$ cat src/conv3_pkg.sv
package conv3_pkg;

    // kernel geometry, fixed
    localparam int KSIZE = 3;
    localparam int KTAPS = KSIZE * KSIZE;

    // fixed field widths
    localparam int WEIGHT_W   = 16;
    localparam int IDX_W      = 10;
    localparam int ROW_W      = 10;
    localparam int DIM_W      = 11;
    localparam int CFG_IDX_W  = 3;
    localparam int CFG_DATA_W = KSIZE * WEIGHT_W;

    localparam int MAX_HEIGHT = 1024;
    localparam int DIM_RESET  = 10;

    // defaults for the top-level parameters
    localparam int DEF_MAX_WIDTH  = 1024;
    localparam int DEF_PIXEL_BITS = 16;

    // results a pixel can complete, in emission order
    localparam int RES_ABOVE_LEFT = 0;
    localparam int RES_ABOVE      = 1;
    localparam int RES_LEFT       = 2;
    localparam int RES_HERE       = 3;
    localparam int NUM_RES        = 4;

    typedef enum logic [CFG_IDX_W-1:0] {
        REG_IMAGE_WIDTH    = 3'd0,
        REG_IMAGE_HEIGHT   = 3'd1,
        REG_WEIGHTS_TOP    = 3'd2,
        REG_WEIGHTS_MIDDLE = 3'd3,
        REG_WEIGHTS_BOTTOM = 3'd4
    } conv3_reg_t;

    // position of one pixel and the edge flags derived from it
    typedef struct packed {
        logic [ROW_W-1:0] row;
        logic [IDX_W-1:0] col;
        logic             col_zero;
        logic             row_ge1;
        logic             row_ge2;
        logic             last_col;
        logic             last_row;
    } conv3_pos_t;

    // side information of one result beat
    typedef struct packed {
        logic [ROW_W-1:0] row;
        logic [IDX_W-1:0] col;
        logic             last;
        logic             eof;
    } conv3_meta_t;

    // kernel row 0 in [0], column 0 in the low bits of each row
    typedef logic [KSIZE-1:0][CFG_DATA_W-1:0] conv3_weights_t;

endpackage

$ cat src/conv3_window.sv
module conv3_window
    import conv3_pkg::*;
#(
    parameter int PIXEL_BITS = DEF_PIXEL_BITS
) (
    input  logic                         clk,
    input  logic                         rstn,
    input  logic                         restart,
    input  logic                         s1_valid,
    input  logic signed [PIXEL_BITS-1:0] s1_pixel,
    input  logic signed [PIXEL_BITS-1:0] s1_up1,
    input  logic signed [PIXEL_BITS-1:0] s1_up2,
    input  conv3_pos_t                   s1_pos,
    output logic                         s1_take,
    output logic                         iss_valid,
    input  logic                         iss_ready,
    output logic signed [PIXEL_BITS-1:0] iss_x [KTAPS],
    output conv3_meta_t                  iss_meta
);

    // rows oldest first, columns oldest first
    logic signed [PIXEL_BITS-1:0] win_reg [KSIZE][KSIZE];
    logic [NUM_RES-1:0]           mask_reg;
    conv3_pos_t                   pos_reg;

    logic [NUM_RES-1:0] lowbit;
    logic [NUM_RES-1:0] rest;
    logic [NUM_RES-1:0] new_mask;
    logic               iss_fire;
    logic               dr;
    logic               dc;

    always_comb begin
        lowbit    = mask_reg & (~mask_reg + NUM_RES'(1));
        rest      = mask_reg & ~lowbit;
        iss_valid = |mask_reg;
        iss_fire  = iss_valid && iss_ready;
        s1_take   = s1_valid && ((mask_reg == '0) || (iss_ready && (rest == '0)));

        new_mask[RES_ABOVE_LEFT] = s1_pos.row_ge1 && !s1_pos.col_zero;
        new_mask[RES_ABOVE]      = s1_pos.row_ge1 && s1_pos.last_col;
        new_mask[RES_LEFT]       = s1_pos.last_row && !s1_pos.col_zero;
        new_mask[RES_HERE]       = s1_pos.last_row && s1_pos.last_col;

        dr = lowbit[RES_LEFT] | lowbit[RES_HERE];
        dc = lowbit[RES_ABOVE] | lowbit[RES_HERE];
    end

    // operand selection: window shifted by (dr,dc), padding past the edge
    always_comb begin
        for (int ki = 0; ki < KSIZE; ki++) begin
            for (int kj = 0; kj < KSIZE; kj++) begin
                case ({dr, dc})
                    2'b00: iss_x[ki*KSIZE+kj] = win_reg[ki][kj];
                    2'b01: iss_x[ki*KSIZE+kj] = (kj < KSIZE-1) ?
                        win_reg[ki][(kj < KSIZE-1) ? kj+1 : kj] : '0;
                    2'b10: iss_x[ki*KSIZE+kj] = (ki < KSIZE-1) ?
                        win_reg[(ki < KSIZE-1) ? ki+1 : ki][kj] : '0;
                    2'b11: iss_x[ki*KSIZE+kj] = (ki < KSIZE-1 && kj < KSIZE-1) ?
                        win_reg[(ki < KSIZE-1) ? ki+1 : ki][(kj < KSIZE-1) ? kj+1 : kj]
                        : '0;
                    default: iss_x[ki*KSIZE+kj] = '0;
                endcase
            end
        end
    end

    always_comb begin
        iss_meta.row  = (lowbit[RES_ABOVE_LEFT] | lowbit[RES_ABOVE]) ?
                        pos_reg.row - ROW_W'(1) : pos_reg.row;
        iss_meta.col  = (lowbit[RES_ABOVE_LEFT] | lowbit[RES_LEFT]) ?
                        pos_reg.col - IDX_W'(1) : pos_reg.col;
        iss_meta.last = (rest == '0);
        iss_meta.eof  = lowbit[RES_HERE];
    end

    always_ff @(posedge clk) begin
        if (!rstn) begin
            mask_reg <= '0;
            for (int i = 0; i < KSIZE; i++) begin
                for (int j = 0; j < KSIZE; j++) begin
                    win_reg[i][j] <= '0;
                end
            end
        end else if (restart) begin
            for (int i = 0; i < KSIZE; i++) begin
                for (int j = 0; j < KSIZE; j++) begin
                    win_reg[i][j] <= '0;
                end
            end
        end else if (s1_take) begin
            mask_reg <= new_mask;
            for (int i = 0; i < KSIZE; i++) begin
                win_reg[i][0] <= s1_pos.col_zero ? '0 : win_reg[i][1];
                win_reg[i][1] <= s1_pos.col_zero ? '0 : win_reg[i][2];
            end
            win_reg[0][2] <= s1_up2;
            win_reg[1][2] <= s1_up1;
            win_reg[2][2] <= s1_pixel;
        end else if (iss_fire) begin
            mask_reg <= rest;
        end
    end

    always_ff @(posedge clk) begin
        if (s1_take) begin
            pos_reg <= s1_pos;
        end
    end

endmodule

$ cat config.mk
export PLATFORM = sky130hd
export DESIGN_NAME = conv3_window
export DESIGN_NICKNAME = d
export VERILOG_FILES = /design/src/conv3_pkg.sv /design/src/conv3_window.sv
export SDC_FILE = /design/constraint.sdc
export NUM_CORES = 1
export LEC_CHECK = 0
export BUFFER_PORTS_ARGS = -buffer_cell sky130_fd_sc_hd__buf_4
export CORE_UTILIZATION = 45
export DETAILED_ROUTE_END_ITERATION = 16
export GPL_TIMING_DRIVEN = 0
export PLACE_DENSITY_LB_ADDON = 0.12
export REMOVE_ABC_BUFFERS = 1
export SETUP_SLACK_MARGIN = 0.2
export SYNTH_ARGS = -nofsm -noshare
export SYNTH_HDL_FRONTEND = slang
export SYNTH_SLANG_ARGS = --single-unit
$ cat constraint.sdc
create_clock -name clk -period 6.25 [get_ports clk]
set_input_delay 1.25 -clock clk [delete_from_list [all_inputs] [get_ports clk]]
set_output_delay 1.25 -clock clk [all_outputs]
set_load 0.005 [all_outputs]
Yosys cells after proc, flatten, opt, wreduce, memory -nomap -nowiden
Memories as Yosys holds them, arrays and structs flattened.
Index checks and enable logic that the tools add are counted.
{"block": "word_totals", "reg_bits": 24, "ramBits": 144, "input_bits": 78, "output_inout_bits": 168, "memories": 1}
{"memory": "win_reg", "depth": 3, "word_bits": 48, "read_ports": 3, "rd_clocked_by_memory_dff": 0, "wr": 3, "line": "conv3_window.sv:22", "text": "logic signed [PIXEL_BITS-1:0] win_reg [KSIZE][KSIZE];"}
{"block": "classes", "n_addsub": 3, "n_eq_ne": 3, "n_mux": 45, "bitwise_logic": 27, "reduce_logical": 18}
{"operator": "$mux 16", "count": 24}
{"operator": "$pmux 16 s4", "count": 4}
{"operator": "$pmux 16 s3", "count": 4}
{"operator": "$pmux 16 s2", "count": 1}
{"operator": "$or 1x1->1", "count": 22}
{"operator": "$mux 10", "count": 2}
{"operator": "$sub 10x1->10 const B", "count": 2}
{"operator": "$and 4x4->4", "count": 2}
{"operator": "$logic_not 4->1", "count": 2}
{"operator": "$mux 1", "count": 8}
{"operator": "$mux 4", "count": 2}
{"operator": "$not 4->4", "count": 2}
{"operator": "$logic_and 1x1->1", "count": 7}
{"operator": "$add 4x1->4 const B", "count": 1}
{"operator": "$eq 2x2->1 const B", "count": 2}
{"operator": "$reduce_or 2->1", "count": 2}
{"operator": "$reduce_or 4->1", "count": 1}
{"operator": "$reduce_or 3->1", "count": 1}
{"operator": "$eq 2x1->1 const B", "count": 1}
{"operator": "$logic_not 2->1", "count": 1}
{"operator": "$reduce_and 2->1", "count": 1}
{"operator": "$reduce_bool 2->1", "count": 1}
{"operator": "$logic_not 1->1", "count": 1}
{"operator": "$logic_or 1x1->1", "count": 1}
{"operator": "$not 1->1", "count": 1}

Logic depth before layout (Yosys ltp)
{"block": "logic_depth", "ltp_word": 14, "mapped_depth": 8, "mapped_depth_nobuf": 6}

Worst setup path after synthesis
OpenSTA, ideal clock, no wires.
{"block": "synth_path", "path_kind": "input to register", "start": "in iss_ready", "end": "mem win_reg[0][0] in the netlist's numbering, enable pin", "setup_time_ns": 0.490, "t_arrival_ns": 4.494, "required_time_ns": 5.760, "slack_ns": 1.266, "path_stages": 4, "path_buffers": 0, "cell_sequence": "or3b_1 a21oi_1 o21ai_0 nand2b_1"}
{"element": "start: declaration", "line": "conv3_window.sv:16", "text": "input logic iss_ready,"}
{"element": "end: declaration", "line": "conv3_window.sv:22"}

==> impl_metrics.prom <==
# TYPE chip_impl_metric gauge
chip_impl_metric{name="final_setup_viols",unit=""} 0
chip_impl_info{name="critPathLaunchType",value="register"} 1
chip_impl_metric{name="syn_area_per_cell",unit="sq um"} 11.7
chip_impl_metric{name="clkPwrFrac",unit="%"} 35.7
chip_impl_metric{name="crit_path_required_time",unit="ns"} 5.00
chip_impl_metric{name="initial_core_util",unit="%"} 46.4
chip_impl_metric{name="post_cts_resized",unit=""} 0
chip_impl_metric{name="critical_path_peak_fanout",unit=""} 80
chip_impl_metric{name="vias",unit=""} 7059
chip_impl_metric{name="cts.path.max_buffers",unit=""} 2
chip_impl_metric{name="cts_setup_buffers",unit=""} 0
chip_impl_metric{name="die_w",unit="um"} 142
chip_impl_metric{name="final_hold_viol_count",unit=""} 0
chip_impl_metric{name="diodes",unit=""} 0
chip_impl_metric{name="finish.utilization",unit="%"} 61.2
chip_impl_metric{name="port_buffers",unit=""} 244
chip_impl_metric{name="cp_num_cells",unit=""} 8
chip_impl_metric{name="tightestPinTransition",unit="ns"} 0.901
chip_impl_metric{name="pwr_per_cell_area",unit="nW/um^2"} 242
chip_impl_info{name="yosys.area.top_type",value="sky130_fd_sc_hd__edfxtp_1"} 1
chip_impl_metric{name="power_switching_share",unit="%"} 25.4
chip_impl_info{name="worst_r2r_endpoint",value="win_reg[0][34]"} 1
chip_impl_metric{name="final_net_count",unit=""} 1049
chip_impl_metric{name="async_reset_ff_share",unit="%"} 0
chip_impl_info{name="slowest_stage",value="sky130_fd_sc_hd__nor4b_4"} 1
chip_impl_info{name="critical_path.cell_chain",value="nor4b_4 > buf_6 > buf_8 > or3_4 > buf_16 > nor2_1 > a21oi_1 > buf_4"} 1
chip_impl_metric{name="largest_register_ffs",unit=""} 144
chip_impl_metric{name="post_cts_hold_buffer_count",unit=""} 0
chip_impl_metric{name="leakage",unit="nW"} 4.84
chip_impl_metric{name="gp_congestion",unit=""} 0.803
chip_impl_metric{name="clock_sinks",unit=""} 168
chip_impl_info{name="worstSetupEndpointType",value="primary output"} 1
chip_impl_metric{name="setup_slack",unit="ns"} 1.36
chip_impl_info{name="tritoncts",value="done"} 1
chip_impl_metric{name="relative_max_transition_margin",unit="%"} 39.7
chip_impl_metric{name="drt-total-wl",unit="mm"} 22.4
chip_impl_metric{name="grt_overflow_total",unit=""} 0
chip_impl_info{name="ys.flop_type",value="sky130_fd_sc_hd__edfxtp_1"} 1
chip_impl_metric{name="track_usage",unit="%"} 22.5
chip_impl_metric{name="row_count",unit=""} 50
chip_impl_metric{name="finalPower",unit="mW"} 2.80
chip_impl_info{name="cell_family_with_the_largest_share_of_critical_path_delay",value="simple AND/OR/NAND/NOR gates"} 1
chip_impl_metric{name="pin_count_of_the_biggest_net_entering_global_routing",unit=""} 81
chip_impl_metric{name="final_antenna_net_count",unit=""} 0
chip_impl_metric{name="crit_path_largest_cell_delay",unit="ns"} 0.91
chip_impl_metric{name="crit_arrival",unit="ns"} 3.64
chip_impl_metric{name="peakVddDrop",unit="mV"} 0.189
chip_impl_metric{name="later_pin_clock_latency_in_the_skew_report",unit="ns"} 0.43
chip_impl_metric{name="worst_setup_hold_path_clk_slew",unit="ns"} 0.07
chip_impl_info{name="hp-class",value="register to register"} 1
chip_impl_metric{name="share_of_final_layout_standard_cells_stronger_than_drive_strength_1",unit="%"} 31.7
chip_impl_metric{name="synthesized_instance_count",unit=""} 752
chip_impl_metric{name="dp_hpwl",unit="mm"} 14.8
chip_impl_metric{name="reg_to_reg_slack_setup",unit="ns"} 3.11
chip_impl_info{name="cp-startpoint",value="mask_reg[0]"} 1
chip_impl_metric{name="flow.area_growth_from_synthesis",unit="%"} 32.0
chip_impl_metric{name="top_level_ports",unit=""} 246
chip_impl_metric{name="cts_buf_count",unit=""} 17
chip_impl_metric{name="grt_pass1_vias",unit=""} 6673
chip_impl_metric{name="ys_ff_latch",unit=""} 168
chip_impl_info{name="worst_setup_path_endpoint",value="iss_x[119]"} 1
chip_impl_metric{name="synth_warnings",unit=""} 0
chip_impl_metric{name="drv_cap",unit=""} 0
chip_impl_metric{name="synth_area",unit="sq um"} 8760
chip_impl_info{name="run_status",value="finished clean"} 1
chip_impl_metric{name="global_route_wire_length_before_repair",unit="mm"} 35.2
chip_impl_metric{name="final.min_clock_period",unit="ns"} 4.89
chip_impl_metric{name="routedWlPerCell",unit="um"} 18.1
chip_impl_metric{name="die_y",unit="um"} 142
chip_impl_info{name="synth.top_cells.by_area",value="sky130_fd_sc_hd__edfxtp_1 56%, sky130_fd_sc_hd__and2_1 11%, sky130_fd_sc_hd__a222oi_1 7.3%, sky130_fd_sc_hd__a22o_1 6.4%, sky130_fd_sc_hd__a21oi_1 3.8%"} 1
chip_impl_metric{name="synth.lib_cells_used.distinct",unit=""} 46
chip_impl_metric{name="viasPerCell",unit=""} 5.68
chip_impl_metric{name="drt-initial-drc-count",unit=""} 653
chip_impl_metric{name="initial_antenna_violation_count",unit=""} 0
chip_impl_metric{name="number_of_enable_flip_flop_cells_after_synthesis",unit=""} 164
chip_impl_metric{name="detail_route.first_pass.iterations",unit=""} 7
chip_impl_metric{name="fin_worst_skew",unit="ns"} 0.00829
chip_impl_metric{name="yosysSeqAreaShare",unit="%"} 57.1
chip_impl_metric{name="design.core.area",unit="sq um"} 18900
chip_impl_metric{name="worstRegToRegCells",unit=""} 5
chip_impl_metric{name="report.final.slew_viol_count",unit=""} 0
chip_impl_metric{name="drc_errors",unit=""} 0
chip_impl_metric{name="fp.dieArea",unit="sq um"} 20000
chip_impl_metric{name="netlist.area_leader.share",unit="%"} 56.2
chip_impl_info{name="timing.setup.critical_path_class",value="register to primary output"} 1
chip_impl_metric{name="p_int",unit="mW"} 2.09
chip_impl_metric{name="period_share",unit="%"} 78.2
chip_impl_metric{name="combPwrFrac",unit="%"} 15.6
chip_impl_info{name="rsz0062_at_grt",value="no"} 1
chip_impl_metric{name="htree_levels",unit=""} 4
chip_impl_metric{name="dp_worst_setup_slack",unit="ns"} 1.75
chip_impl_metric{name="power.switching",unit="uW"} 712
chip_impl_metric{name="timing.fmax",unit="MHz"} 205
chip_impl_info{name="r2r-start",value="mask_reg[1]"} 1
chip_impl_metric{name="power.sequential.fraction",unit="%"} 48.7
chip_impl_info{name="clockRootBuffer",value="sky130_fd_sc_hd__clkbuf_16"} 1
chip_impl_metric{name="critical_path.n_buffers_inverters",unit=""} 4
==> Yosys cell counts (5+ instances only) <==
cell,count
sky130_fd_sc_hd__edfxtp_1,164
sky130_fd_sc_hd__and2_1,160
sky130_fd_sc_hd__nor2_1,75
sky130_fd_sc_hd__a21oi_1,66
sky130_fd_sc_hd__a222oi_1,64
sky130_fd_sc_hd__a22o_1,64
sky130_fd_sc_hd__clkbuf_1,45
sky130_fd_sc_hd__inv_1,9
sky130_fd_sc_hd__xor2_1,9
sky130_fd_sc_hd__buf_2,8
sky130_fd_sc_hd__clkbuf_2,7
sky130_fd_sc_hd__nand2_1,7
sky130_fd_sc_hd__xnor2_1,7
sky130_fd_sc_hd__buf_6,5
==> area by class of cell <==
cell class | instances | area [sq um]
Clock inverter | 14 | 124
Tap cell | 260 | 325
Clock buffer | 18 | 429
Timing Repair Buffer | 269 | 2210
Fill cell | 1580 | 7330
Inverter | 9 | 33.8
Multi-Input combinational cell | 504 | 3440
Sequential cell | 168 | 5000
==> routing by layer <==
| metal | GRT usage (%) | share of wire [%] | vias up | wire (um) |
|---|---|---|---|---|
| met5 | 0 | 0 | - | 0 |
| met4 | 7.41 | 1.8 | 0 | 395 |
| met3 | 5.70 | 8.3 | 23 | 1860 |
| met2 | 36.3 | 48 | 299 | 10800 |
| met1 | 29.5 | 42 | 3412 | 9380 |
| li1 | - | - | 3325 | - |
==> logic make-up after synthesis <==
group / count (synthesis) / share of synthesized area (%)
adders and majority gates: 2 / 0.286
DFF: 168 / 57.1
xor gates and xnor gates: 16 / 1.60
buffers and inverters: 80 / 4.16
muxes: 3 / 0.357
and+or+nand+nor: 269 / 17.1
AOI/OAI and AO/OA: 214 / 19.4
==> power groups by stage <==
| stage | clock (mW) | sequential [mW] | combinational (mW) |
|---|---|---|---|
| 2_1_floorplan | 0 | 1.37 | 0.186 |
| 3_3_place_gp | 0 | 1.39 | 0.427 |
| 3_5_place_dp | 0 | 1.39 | 0.441 |
| 4_1_cts | 1.02 | 1.36 | 0.443 |
| 5_1_grt | 1.06 | 1.37 | 0.479 |
| 6_report | 1.00 | 1.36 | 0.438 |
==> stage by stage <==
step,TNS (ns),std cells,hold slack [ns],instance area [sq um]
floorplan,-685.95,681,0.551,8430
global placement,-2083.99,1185,0.563,10600
detailed placement,0,1210,0.572,11000
CTS,0,1242,0.587,11600
global route,0,1242,0.611,11600
finish,0,1242,0.588,11600
==> how the worst min path moves through the flow <==
stage                         startpoint              to  depth (start not counted)
after floorplan           win_reg[0][15]  win_reg[0][31]                          1
after global placement    win_reg[0][24]  win_reg[0][40]                          1
after detailed placement   win_reg[0][8]  win_reg[0][24]                          1
after CTS                  win_reg[0][8]  win_reg[0][24]                          1
after global routing      win_reg[0][17]  win_reg[0][33]                          1
final                     win_reg[0][13]  win_reg[0][29]                          1
==> layout by cell type, fill, tap and decap left out, types with 5 or more instances in the layout <==
cell and count:
sky130_fd_sc_hd__buf_4 245, sky130_fd_sc_hd__edfxtp_1 164, sky130_fd_sc_hd__and2_1 160, sky130_fd_sc_hd__nor2_1 75, sky130_fd_sc_hd__a21oi_1 66, sky130_fd_sc_hd__a222oi_1 64, sky130_fd_sc_hd__a22o_1 64, sky130_fd_sc_hd__clkbuf_16 17
sky130_fd_sc_hd__buf_6 10, sky130_fd_sc_hd__inv_1 9, sky130_fd_sc_hd__xor2_1 9, sky130_fd_sc_hd__xnor2_1 7, sky130_fd_sc_hd__buf_8 7, sky130_fd_sc_hd__nand2_1 6, sky130_fd_sc_hd__clkinvlp_4 5, sky130_fd_sc_hd__buf_12 5
==> worst reg2reg max path, cell delays in order, from the launching register on <==
cell	delay [ns]
sky130_fd_sc_hd__dfxtp_1	0.67
sky130_fd_sc_hd__a21boi_0	0.22
sky130_fd_sc_hd__o21a_1	0.22
sky130_fd_sc_hd__o21ai_0	0.65
sky130_fd_sc_hd__nand2b_4	0.62
sky130_fd_sc_hd__buf_16	0.44
Power figures use the tool's default switching activity.
